===== config.mk =====
export PLATFORM = sky130hd
export DESIGN_NAME = tcw_front
export DESIGN_NICKNAME = d
export VERILOG_FILES = /design/src/tcw_pkg.sv /design/src/tcw_front.sv
export SDC_FILE = /design/constraint.sdc
export NUM_CORES = 1
export LEC_CHECK = 0
export BUFFER_PORTS_ARGS = -buffer_cell sky130_fd_sc_hd__buf_4
export CORE_AREA = 8 8 45 47
export DETAILED_ROUTE_END_ITERATION = 10
export DIE_AREA = 0 0 53 55
export PLACE_DENSITY = 0.66
export SYNTH_ARGS = -nofsm -noshare
export SYNTH_HDL_FRONTEND = slang
export SYNTH_SLANG_ARGS = --single-unit

===== constraint.sdc =====
create_clock -name vclk -period 1.2
set_input_delay 0.12 -clock vclk [all_inputs]
set_output_delay 0.12 -clock vclk [all_outputs]
set_load 0.01 [all_outputs]

===== src/tcw_pkg.sv =====
// Shared types and constants of the text console writer.
// Holds the command and result item layouts and the function/op codes.
// No dependencies; tcw_front, tcw_back and text_console_writer_core import it.
`timescale 1ns / 1ps

package tcw_pkg;

    // Field widths fixed by the item layout
    localparam int FUNC_W       = 2;
    localparam int CHAR_W       = 8;
    localparam int ATTR_W       = 8;
    localparam int CELL_W       = CHAR_W + ATTR_W;
    localparam int CURSOR_ROW_W = 5;
    localparam int CURSOR_COL_W = 7;
    localparam int PADDR_W      = 3;
    localparam int PDATA_W      = 32;

    // Function codes of an input item
    localparam logic [FUNC_W-1:0] FUNC_PUT   = 2'd0;
    localparam logic [FUNC_W-1:0] FUNC_CLEAR = 2'd1;
    localparam logic [FUNC_W-1:0] FUNC_READ  = 2'd2;

    // Register index (bit 2 of the byte address)
    localparam logic REG_TEXT_ATTRIBUTE = 1'b0;

    // Character and attribute constants
    localparam logic [CHAR_W-1:0] BLANK_CHAR   = 8'h20;
    localparam logic [CHAR_W-1:0] NEWLINE_CHAR = 8'h0A;
    localparam logic [ATTR_W-1:0] RESET_ATTR   = 8'h0F;

    // Classified operation handed from the front to the back
    typedef enum logic [2:0] {
        OP_NONE,
        OP_PUT,
        OP_NEWLINE,
        OP_CLEAR,
        OP_READ
    } tcw_op_t;

    typedef struct packed {
        tcw_op_t                 op;
        logic [CHAR_W-1:0]       ch;
        logic [CURSOR_ROW_W-1:0] row;
        logic [CURSOR_COL_W-1:0] col;
    } tcw_cmd_t;

    typedef struct packed {
        logic [CHAR_W-1:0]       cell_char;
        logic [ATTR_W-1:0]       cell_attr;
        logic [CURSOR_ROW_W-1:0] cursor_row;
        logic [CURSOR_COL_W-1:0] cursor_col;
    } tcw_result_t;

endpackage


===== src/tcw_front.sv =====
// Front end: accepts input transfers and classifies them into commands.
// Depends on tcw_pkg; feeds the command queue in front of tcw_back.
`timescale 1ns / 1ps

module tcw_front #(
    parameter int COLUMNS = 80,
    parameter int ROWS    = 25
) (
    input  logic                             push,
    output logic                             full,
    input  logic [tcw_pkg::FUNC_W-1:0]       func,
    input  logic [tcw_pkg::CHAR_W-1:0]       character,
    input  logic [tcw_pkg::CURSOR_ROW_W-1:0] read_row,
    input  logic [tcw_pkg::CURSOR_COL_W-1:0] read_col,
    input  logic                             init_busy,
    input  logic                             q_full,
    output logic                             q_push,
    output tcw_pkg::tcw_cmd_t                q_cmd
);

    import tcw_pkg::*;

    logic in_range;

    // Hold off input while the queue is full or the screen is being initialized
    assign full   = q_full || init_busy;
    assign q_push = push && !full;

    assign in_range = (int'(read_row) < ROWS) && (int'(read_col) < COLUMNS);

    // Classify the item
    always_comb
    begin
        q_cmd     = '0;
        q_cmd.op  = OP_NONE;
        q_cmd.ch  = character;
        case (func)
            FUNC_PUT:
            begin
                q_cmd.op = (character == NEWLINE_CHAR) ? OP_NEWLINE : OP_PUT;
            end
            FUNC_CLEAR:
            begin
                q_cmd.op = OP_CLEAR;
            end
            FUNC_READ:
            begin
                if (in_range)
                begin
                    q_cmd.op  = OP_READ;
                    q_cmd.row = read_row;
                    q_cmd.col = read_col;
                end
            end
            default:
            begin
                q_cmd.op = OP_NONE;
            end
        endcase
    end

endmodule


-- Word level (Yosys, flattened, before mapping)
Cells that the tools add are included.
- equal/unequal tests: 3
- multiplexer cells: 5
- $lt $le $gt $ge: 2
- reductions and logical operators: 5
- operators with widths (cell ; number):
    12-bit 2-to-1 mux ; 2
    3-bit case mux with 3 select lines ; 1
    8-bit by 4-bit equality test with 1-bit output, second input constant ; 1
    7-bit less-than comparator, second input constant ; 1
    5-bit less-than comparator, second input constant ; 1
    3-bit 2-to-1 mux ; 1
    2-bit by 1-bit equality test with 1-bit output, second input constant ; 1
    2-bit equality test, second input constant ; 1
    1-bit logical AND ; 2
    2-bit logical NOT ; 1
    2-bit 2-to-1 mux ; 1
    1-bit logical NOT ; 1
    1-bit logical OR ; 1
- register bits: 0
- input port bits: 25
- output and inout port bits: 25
- word-level logic and storage cells: 15

-- Longest topological paths before layout
- depth after elaboration: 4
- mapped depth: 4
- depth with buffers taken out: 3

-- Least setup slack after synthesis
Ideal clock, no wire load.
- path type: input to output
- start: input read_row[1] (netlist bit)
- end: output q_cmd[0] (netlist bit)
- path buffers: 1
- required time: 1080 ps
- stages on the path: 4
- path slack: 169 ps
- data arrival time: 911 ps
- path through: o311ai_1 and4_1 buf_6 and2_1
- RTL lines (item ; RTL line ; text):
    from (decl) ; tcw_front.sv:13 ; input logic [tcw_pkg::CURSOR_ROW_W-1:0] read_row,
    to (decl) ; tcw_front.sv:18 ; output tcw_pkg::tcw_cmd_t q_cmd

==> out/summary.txt <==
Leakage power summed over all cells -> 0.3567 nW
Routability-driven placement congestion ratio -> 0.7868
Overall routed net length -> 1348 um
Drt pass-1 iters -> 2
Clock buf count -> 0
Crit-path most repeated cell -> sky130_fd_sc_hd__buf_6
Routed WL per cell -> 14.65 um
Dominant cells by area after synthesis -> sky130_fd_sc_hd__and2_1, sky130_fd_sc_hd__buf_4, sky130_fd_sc_hd__buf_6
Synthesized area per cell -> 6.597 um2
Num sequential -> 0
Setup repair after global routing missed its margin -> true
Maximum VDD drop -> 0.1030 mV
Synth warnings -> 0
Number of buffers added to fix hold violations after cts -> 0
Number of antenna violations at the first check in global routing -> 0
Number of global-route vias before repair -> 407
Row count -> 14
Number of vias per cell after detailed routing -> 4.217
Setup-violating endpoint count in the final report -> 12
Setup crit end kind -> primary output
Kind of path behind the tightest hold check -> in2out
Min Hold Slack -> 0.4263 ns
Library cells used by synthesis -> 13
DRC violation count after routing -> 0
Io pins -> 50
Vias post-DR -> 388
Final worst path period need -> 1.220 ns
Data arrival, critical path -> 1.10 ns
Biggest area consumer among synthesized cells -> sky130_fd_sc_hd__and2_1
Highest clock rate -> 0.8198 GHz
Combinational group share of total power -> 1.000
Die ar. -> 2915 um2
Fin. Hold Viols -> 0
Worst Setup Slack post-DPL -> -0.05290 ns
First-pass GRT wire length -> 1876 um
Fraction of the yosys area taken by sequential cells -> 0
Final slew viol count -> 0
Instance count of the mapped netlist -> 33
Floorplan core area -> 1384 um2
CP required -> 1.08 ns
CP Cell Sequence -> buf_6, o311ai_4, and4_4, buf_6, and2_4, buf_6
Syn nets -> 58
Synth top area share -> 0.3448
Setup bufs post-CTS -> 0
Die width -> 53 um
Antenna fix cells -> 0
Number of cells traversed by the worst hold path -> 2
Final worst-path setup slack -> -0.01977 ns
Most frequent cells after synthesis -> sky130_fd_sc_hd__and2_1, sky130_fd_sc_hd__buf_4, sky130_fd_sc_hd__inv_1, sky130_fd_sc_hd__nor2_1
Final antenna-violating net count -> 0
Result of the run -> finished, violations left
Design internal power -> 0.0001317 W
GRT Residual Overflow -> 0
Fraction of the cycle the final worst path needs -> 1.016
Worst rel slew slack -> 0.7508
Hold EP -> q_cmd[15]
Height of the die -> 55 um
Portion of total power attributed to the clock network -> 0
Detailed router's first-iteration violation count -> 1
Net switching fraction of the power -> 0.3566
Worst setup path class -> in2out
Slew at the pin closest to its max-slew limit -> 0.3687 ns
Peak fanout along the critical path -> 7
Hold path start -> character[3]
Violated checks -> negative setup slack
Maximum number of pins on one net before global-route repair -> 8
GRT Resource Usage Total -> 0.08120
Sequential group share of total power -> 0
PortBufs -> 50
Area delta synth->final -> 205.2%
Cell type of the slowest stage on the worst timing path -> sky130_fd_sc_hd__and4_4
Critical path startpoint category -> primary input
Fraction of layout cells with a size suffix above 1 -> 0.8684
Fin Setup TNS -> -0.1315 ns
Layout Nets -> 103
Sequential Area -> 0 um2
# Max-Cap Violations -> 0
Most common cell in the synthesized netlist -> sky130_fd_sc_hd__and2_1
Max stage delay on crit path -> 0.27 ns
Post-synth design cell area -> 217.7 um2
Power Density -> 308.1 nW/um2
Reported net switching power -> 0.00007299 W
Effective utilization at floorplan -> 0.1573
[layer usage]
metal | vias to the layer above | part of all wire | track usage
met5 | - | 0 | 0
met4 | 0 | 0 | 0
met3 | 0 | 0.20 | 0.04545
met2 | 43 | 0.40 | 0.1504
met1 | 157 | 0.39 | 0.08296
li1 | 188 | - | -
[area by class of cell]
class	count	area, um2
multi-input combinational	22	186.4
inverter	2	7.507
fill	148	719.4
timing repair buffer	52	450.4
tap	16	20.02
[how the worst max path moves through the flow]
stage                           start         to  slack (ns)  cells past startpoint
after detailed placement  read_row[1]  q_cmd[11]       -0.05                      6
after floorplan           read_row[1]   q_cmd[0]        0.17                      4
after global placement    read_row[1]   q_cmd[0]       -0.01                      6
after CTS                 read_row[0]   q_cmd[4]       -0.03                      6
after global routing      read_row[0]   q_cmd[4]       -0.07                      6
final                     read_row[0]   q_cmd[5]       -0.02                      6
[per-stage QoR]
| stage | power, W | instance area, um2 | util | cells |
|---|---|---|---|---|
| floorplan | 0.00006529 | 217.7 | - | 33 |
| detailed placement | 0.0001721 | 556.8 | 0.4024 | 92 |
| finish | 0.0002047 | 664.4 | 0.4801 | 92 |
| global route | 0.0002186 | 664.4 | 0.4801 | 92 |
| global placement | 0.0001700 | 556.8 | 0.4024 | 92 |
| CTS | 0.0001969 | 641.9 | 0.4638 | 92 |
[worst max-delay path, delay by kind of cell]
kind | cells | cell delay (ns)
compound gates | 1 | 0.26
buf+inv | 3 | 0.31
simple gates | 2 | 0.41
[kinds of logic after synthesis]
family | Yosys count | share of synthesized area
compound gates | 4 | 0.1149
buf+inv | 11 | 0.3621
simple gates | 18 | 0.5230
[power groups by stage]
stage	logic (W)	registers (W)	clock network [W]
2_1_floorplan	0.0000653	0	0
3_3_place_gp	0.000170	0	0
3_5_place_dp	0.000172	0	0
4_1_cts	0.000197	0	0
5_1_grt	0.000219	0	0
6_report	0.000205	0	0
[layout by cell type, fill, tap and decap left out]
cell type	synthesis	layout
sky130_fd_sc_hd__nor4bb_1	1	1
sky130_fd_sc_hd__o311ai_4	0	1
sky130_fd_sc_hd__or2_2	1	1
sky130_fd_sc_hd__and2_1	12	1
sky130_fd_sc_hd__buf_4	8	36
sky130_fd_sc_hd__and2_4	0	11
sky130_fd_sc_hd__buf_6	1	16
sky130_fd_sc_hd__inv_1	2	2
sky130_fd_sc_hd__o21ai_0	1	1
sky130_fd_sc_hd__a21oi_1	1	1
sky130_fd_sc_hd__a31oi_1	1	1
sky130_fd_sc_hd__nor4_1	1	1
sky130_fd_sc_hd__nor2_1	2	2
sky130_fd_sc_hd__and4_4	0	1
[repair_timing]
action	CTS	global route
pin swaps	12	2
setup endpoints to repair	12	12
cloned	0	0
hold endpoints to repair	0	0
resized for setup	25	5
No activity file was read; power rests on OpenSTA's default activity.
