**src/tcw_fifo.sv**
```systemverilog
// Small generic register queue with push/full and pop/empty sides.
// Used for the command queue and the result queue; no dependencies.
`timescale 1ns / 1ps

module tcw_fifo #(
    parameter int WIDTH = 8,
    parameter int DEPTH = 2
) (
    input  logic             clk,
    input  logic             rst_n,
    input  logic             push,
    input  logic [WIDTH-1:0] wdata,
    output logic             full,
    input  logic             pop,
    output logic [WIDTH-1:0] rdata,
    output logic             empty
);

    localparam int PtrW = (DEPTH > 1) ? $clog2(DEPTH) : 1;
    localparam int CntW = $clog2(DEPTH + 1);

    logic [WIDTH-1:0] slot_reg [DEPTH];
    logic [PtrW-1:0]  wr_ptr_reg;
    logic [PtrW-1:0]  rd_ptr_reg;
    logic [CntW-1:0]  count_reg;
    logic             do_push;
    logic             do_pop;

    assign full    = (count_reg == CntW'(DEPTH));
    assign empty   = (count_reg == '0);
    assign do_push = push && !full;
    assign do_pop  = pop && !empty;
    assign rdata   = slot_reg[rd_ptr_reg];

    // Store a pushed entry
    always_ff @(posedge clk)
    begin
        if (do_push)
        begin
            slot_reg[wr_ptr_reg] <= wdata;
        end
    end

    // Advance pointers and track occupancy
    always_ff @(posedge clk or negedge rst_n)
    begin
        if (!rst_n)
        begin
            wr_ptr_reg <= '0;
            rd_ptr_reg <= '0;
            count_reg  <= '0;
        end
        else
        begin
            if (do_push)
            begin
                wr_ptr_reg <= (wr_ptr_reg == PtrW'(DEPTH - 1)) ? '0
                                                               : PtrW'(wr_ptr_reg + 1'b1);
            end
            if (do_pop)
            begin
                rd_ptr_reg <= (rd_ptr_reg == PtrW'(DEPTH - 1)) ? '0
                                                               : PtrW'(rd_ptr_reg + 1'b1);
            end
            if (do_push && !do_pop)
            begin
                count_reg <= CntW'(count_reg + 1'b1);
            end
            else if (do_pop && !do_push)
            begin
                count_reg <= CntW'(count_reg - 1'b1);
            end
        end
    end

endmodule

```
**config.mk**
```make
export PLATFORM = sky130hd
export DESIGN_NAME = tcw_fifo
export DESIGN_NICKNAME = d
export VERILOG_FILES = /design/src/tcw_fifo.sv
export SDC_FILE = /design/constraint.sdc
export NUM_CORES = 1
export LEC_CHECK = 0
export ABC_AREA = 1
export BUFFER_PORTS_ARGS = -buffer_cell sky130_fd_sc_hd__buf_4
export CAP_MARGIN = 20
export CELL_PAD_IN_SITES_DETAIL_PLACEMENT = 1
export CELL_PAD_IN_SITES_GLOBAL_PLACEMENT = 1
export CORE_ASPECT_RATIO = 1.5
export CORE_MARGIN = 2
export CORE_UTILIZATION = 28
export CTS_CLUSTER_SIZE = 40
export DETAILED_ROUTE_END_ITERATION = 10
export GPL_ROUTABILITY_DRIVEN = 0
export MAX_ROUTING_LAYER = met4
export PLACE_DENSITY_LB_ADDON = 0.25
export SYNTH_ARGS = -nofsm -noshare
export SYNTH_HDL_FRONTEND = slang
export SYNTH_SLANG_ARGS = --single-unit
export TNS_END_PERCENT = 10
```
**constraint.sdc**
```tcl
create_clock -name clk -period 3.5 [get_ports clk]
set_input_delay 1.05 -clock clk [delete_from_list [all_inputs] [get_ports clk]]
set_output_delay 1.05 -clock clk [all_outputs]
set_load 0.005 [all_outputs]
```
-- Word-level counts from Yosys, hierarchy flattened
Memory sizes are Yosys's and may differ from the RTL's.
Cells that the tools add are included.
- $add $sub $neg: 4
- reduce and logical (&&, ||, !) cells: 10
- mux-type cells: 6
- eq/ne operators: 1
- $lt $le $gt $ge: 0
- bitwise gates (word level): 0
- shifts and indexed selects: 0
- divide/modulo/power cells: 0
- multipliers: 0
- operators with widths (cell ; number):
    1-bit logical AND ; 4
    1-bit logical NOT ; 4
    1-bit two-way mux ; 4
    2-bit two-way mux ; 2
    1-bit adder, second input constant ; 2
    2-bit by 1-bit adder with 2-bit output, second input constant ; 1
    2-bit == test, second input constant ; 1
    2-bit logical NOT ; 1
    2-bit nonzero test ; 1
    2-bit by 1-bit subtractor with 2-bit output, second input constant ; 1
- input bits: 12
- ROM bits: 0
- output and inout bits: 10
- word-level logic and storage cells: 25
- memory bits (writable): 16
- bits in latches: 0
- flip-flop bits (word level): 4
- memories kept: 1
- memory list (memory ; depth ; bits a word ; read ports ; clocked after memory_dff ; wr ports ; RTL line ; text):
    slot_reg ; 2 ; 8 ; 1 ; 0 ; 1 ; 22 ; logic [WIDTH-1:0] slot_reg [DEPTH];

-- Longest topological paths before layout
- depth after elaboration: 7
- gate-level depth with buffers: 9
- depth with buffers taken out: 9

-- Least setup slack after synthesis
No wires, ideal clock.
- kind: input port to flip-flop
- from: input push
- to: memory slot_reg[1][0] (enable)
- setup time: 0.371 ns
- path slack: 1.610 ns
- data required time: 3.129 ns
- stages: 2
- path buffers: 0
- arrival time: 1.520 ns
- cell sequence: o21ai_0 > nor2_1
- cells in the longest elaborated chain, start to end: 3
- RTL lines (item ; RTL line ; text):
    start: declaration ; 11 ; input logic push,
    1-bit logical AND ; 31 ; assign do_push = push && !full;
    1-bit two-way mux ; 38 ; if (do_push)
    1-bit two-way mux (not written as such) ; 40 ; slot_reg[wr_ptr_reg] <= wdata;
    end: declaration ; 22 ;
No other way between the ends.

-- Worst setup path in the final report
- from: register rd_ptr_reg
- to: output rdata[7]
- cells in the longest elaborated chain, start to end: 1
- RTL lines (item ; RTL line ; text):
    start: declaration ; 24 ; logic [PtrW-1:0] rd_ptr_reg;
    start signal: assignment ; 62 ; rd_ptr_reg <= (rd_ptr_reg == PtrW'(DEPTH - 1)) ? '0
    memory read 2 x 8 bit ; - ;
    end: declaration ; 15 ; output logic [WIDTH-1:0] rdata,
No other way between the ends.

==> impl_metrics.csv <==
group,metric,value,unit
global_route,grt_pass1_wl,2.73,mm
power_and_ir_drop,leakage,0.000490,uW
synthesis,gate_count_of_the_mapped_netlist,73,
synthesis,synth_area_per_cell,11.1,sq um
power_and_ir_drop,peakVddDrop,0.313,mV
timing,final_min_period_over_clock_period,65.4,%
global_route,antenna_found_initial,0,
critical_path,crit-reg2reg-capture,"slot_reg[1][0]",
synthesis,synth.area.top_cells,"edfxtp_1 59%, nand2_1 15%, dfrtp_1 12%",
final_layout,fraction_of_layout_cells_with_a_size_suffix_above_1,28.9,%
synthesis,synth_async_sr_flop_share,20.0,%
critical_path,reg2reg_depth,2,
critical_path,r2r_slack,2.00,ns
die,ports,22,
power_and_ir_drop,power_frac_comb,34.9,%
power_and_ir_drop,sequentialPowerShare,44.7,%
synthesis,ys_seq_area_share,71.7,%
synthesis,synthTopCellsByCount,"33 x nand2_1, 16 x edfxtp_1, 7 x inv_1, 4 x dfrtp_1",
die,core,2710,sq um
synthesis,ys_seq_elements,20,
run_status,status,"finished, final reports clean",
power_and_ir_drop,areal_power_density_over_the_cells,799,nW/um^2
synthesis,synth_edf_count,16,
synthesis,synth_largest_area_cell,"edfxtp_1",
drt,drt-wirelength-per-cell,12.5,microns
global_route,grt_max_degree,12,
power_and_ir_drop,p_total,850,uW
placement,dp_hpwl,1.31,mm
clock_tree,clkSinkCount,20,
critical_path,worstSetupEndpointType,"primary output",
final_layout,max_ffs_per_register,16,
die,placementRows,23,
timing,timing.final.max_slew_violations,0,
drt,dr.first_iter.drc_count,1,
clock_tree,number_of_buffers_inserted_by_post_cts_setup_repair,0,
timing,final.min_clock_period,2.29,ns
global_route,gr-total-overflow,0,
clock_tree,cts_tree,"yes",
synthesis,yosysTopAreaCellShare,59.4,%
power_and_ir_drop,clock_power_share,20.4,%
worst_hold_path,hp-class,"reg2reg",
drt,route.detailed.drc,0,
critical_path,worst_setup_path_start_kind,"register",
critical_path,cp-endpoint,"rdata[7]",
drt,drt_pre_antenna_iters,2,
critical_path,regToRegStartpoint,"count_reg[0]",
critical_path,cp-startpoint,"rd_ptr_reg",
timing,worst_pin_slew,0.618,ns
timing,hold_violations,0,
flow_run,timing.max_cap.violations,0,
final_layout,antenna-diode-count,0,
clock_tree,cts-buffers-inserted,3,
drt,detailroute.via_count,571,
clock_tree,clk_pin_slew_worst_paths,0.07,ns
clock_tree,cts-root-buf,"clkbuf_8",
die,chipHeight,69.9,microns
synthesis,yosys_most_used_dff,"edfxtp_1",
clock_tree,ctsHoldBuffers,0,
clock_tree,cts-root-to-sink-buffers,2,
critical_path,worst-endpoint-arrival,1.24,ns
final_layout,finish.net_count,111,
clock_tree,worstSkewPairLatency,0.25,ns
drt,vias_per_cell,4.26,
drt,routed_wl,1.67,mm
die,initial_utilization,29.9,%
timing,setup_total_negative_slack,0,ns
synthesis,postSynthNetCount,86,
placement,port_buffers,21,
critical_path,worstPathMaxFanout,10,
synthesis,most_frequent_cell_after_synthesis,"nand2_1",
global_route,grt_usage,12.0,%
timing,maxSlewHeadroom,58.7,%
clock_tree,cts-resized-gates,0,
critical_path,criticalPathCategory,"reg2out",
timing,clock.fmax,437,MHz
power_and_ir_drop,power_switching,281,uW
timing,rsz0062_at_grt,"no",
synthesis,yosys_warnings,0,
power_and_ir_drop,intPower,569,uW
drt,ant_nets,0,
global_route,first_global_vias,645,
timing,finClkSkew,0.00115,ns
die,floorplan.die.width,47.9,microns
final_layout,area_growth,31.4,%
power_and_ir_drop,net_switching_fraction_of_the_power,33.1,%
final_layout,fillCellCount,334,
synthesis,area_of_the_mapped_netlist,810,sq um
clock_tree,htreeDepth,1,
die,design.die.area,3350,sq um
worst_hold_path,worst_hold_path.num_cells,2,
timing,finalSetupViolCount,0,
synthesis,yosys.cell_types.count,14,
critical_path,cp_data_required_time,2.45,ns
-- logic make-up after synthesis --
kind of cell	after synthesis	share of synthesized area [%]
XOR/XNOR	1	1.08
buffers and inverters	9	4.33
adder cells (fa/ha/maj)	1	1.55
AND/OR/NAND/NOR	40	20.1
flip-flops	20	71.7
AO/OA/AOI/OAI	2	1.24
-- through the flow --
stage / setup WS, ns / area [sq um] / instances / utilization [%] / hold WS [ns]
6_report: 1.21 / 1060 / 134 / 39.3 / 0.508
4_1_cts: 1.18 / 1060 / 134 / 39.3 / 0.513
3_3_place_gp: 1.40 / 1010 / 130 / 37.3 / 0.462
5_1_grt: 1.09 / 1060 / 134 / 39.3 / 0.548
3_5_place_dp: 1.36 / 1010 / 130 / 37.3 / 0.490
2_1_floorplan: 1.61 / 810 / 73 / - / 0.449
-- metal layers --
layer  wire, microns  vias up  global-route usage (%)  part of all wire [%]
met5               0        -                       -                     0
met2             988       15                    19.9                    59
met4              61        0                    9.01                   3.7
li1                -      282                       -                     -
met1             570      268                    11.5                    34
met3              48        6                    1.81                   2.9
-- layout by cell type, fill, tap and decap left out --
cell and n:
nand2_1 33, buf_4 21, edfxtp_1 16, inv_1 7, clkbuf_8 4, dfrtp_1 4, nor2_1 2, nor2_2 2
o21ai_0 2, inv_2 1, xnor2_1 1, nand3b_1 1, nand3_1 1, nand4_1 1, ha_1 1
-- power groups by stage --
stage	clock network (uW)	logic, uW	registers [uW]
2_1_floorplan	0	178	359
3_3_place_gp	0	289	381
3_5_place_dp	0	308	385
4_1_cts	180	308	381
5_1_grt	186	344	390
6_report	174	296	380
-- layout make-up --
cell class                 count  area [sq um]  area share (%)
multi-input combinational     44           194            18.2
tap                           37          46.3            4.35
clock buffer                   4          55.1            5.18
inverter                       8          30.0            2.82
sequential                    20           581            54.6
timing repair buffer          21           158            14.8
-- how the worst min path moves through the flow --
stage,start,to
6_report,wr_ptr_reg,wr_ptr_reg
5_1_grt,wr_ptr_reg,wr_ptr_reg
4_1_cts,wr_ptr_reg,wr_ptr_reg
3_5_place_dp,wr_ptr_reg,wr_ptr_reg
3_3_place_gp,wr_ptr_reg,wr_ptr_reg
2_1_floorplan,wr_ptr_reg,wr_ptr_reg
-- critical path, cell delays in order, from the launching register on --
cell and delay [ns]:
dfrtp_1 0.55, inv_2 0.17, nand2_1 0.09, nand2_1 0.05, buf_4 0.13
Power figures use the tool's default switching activity.
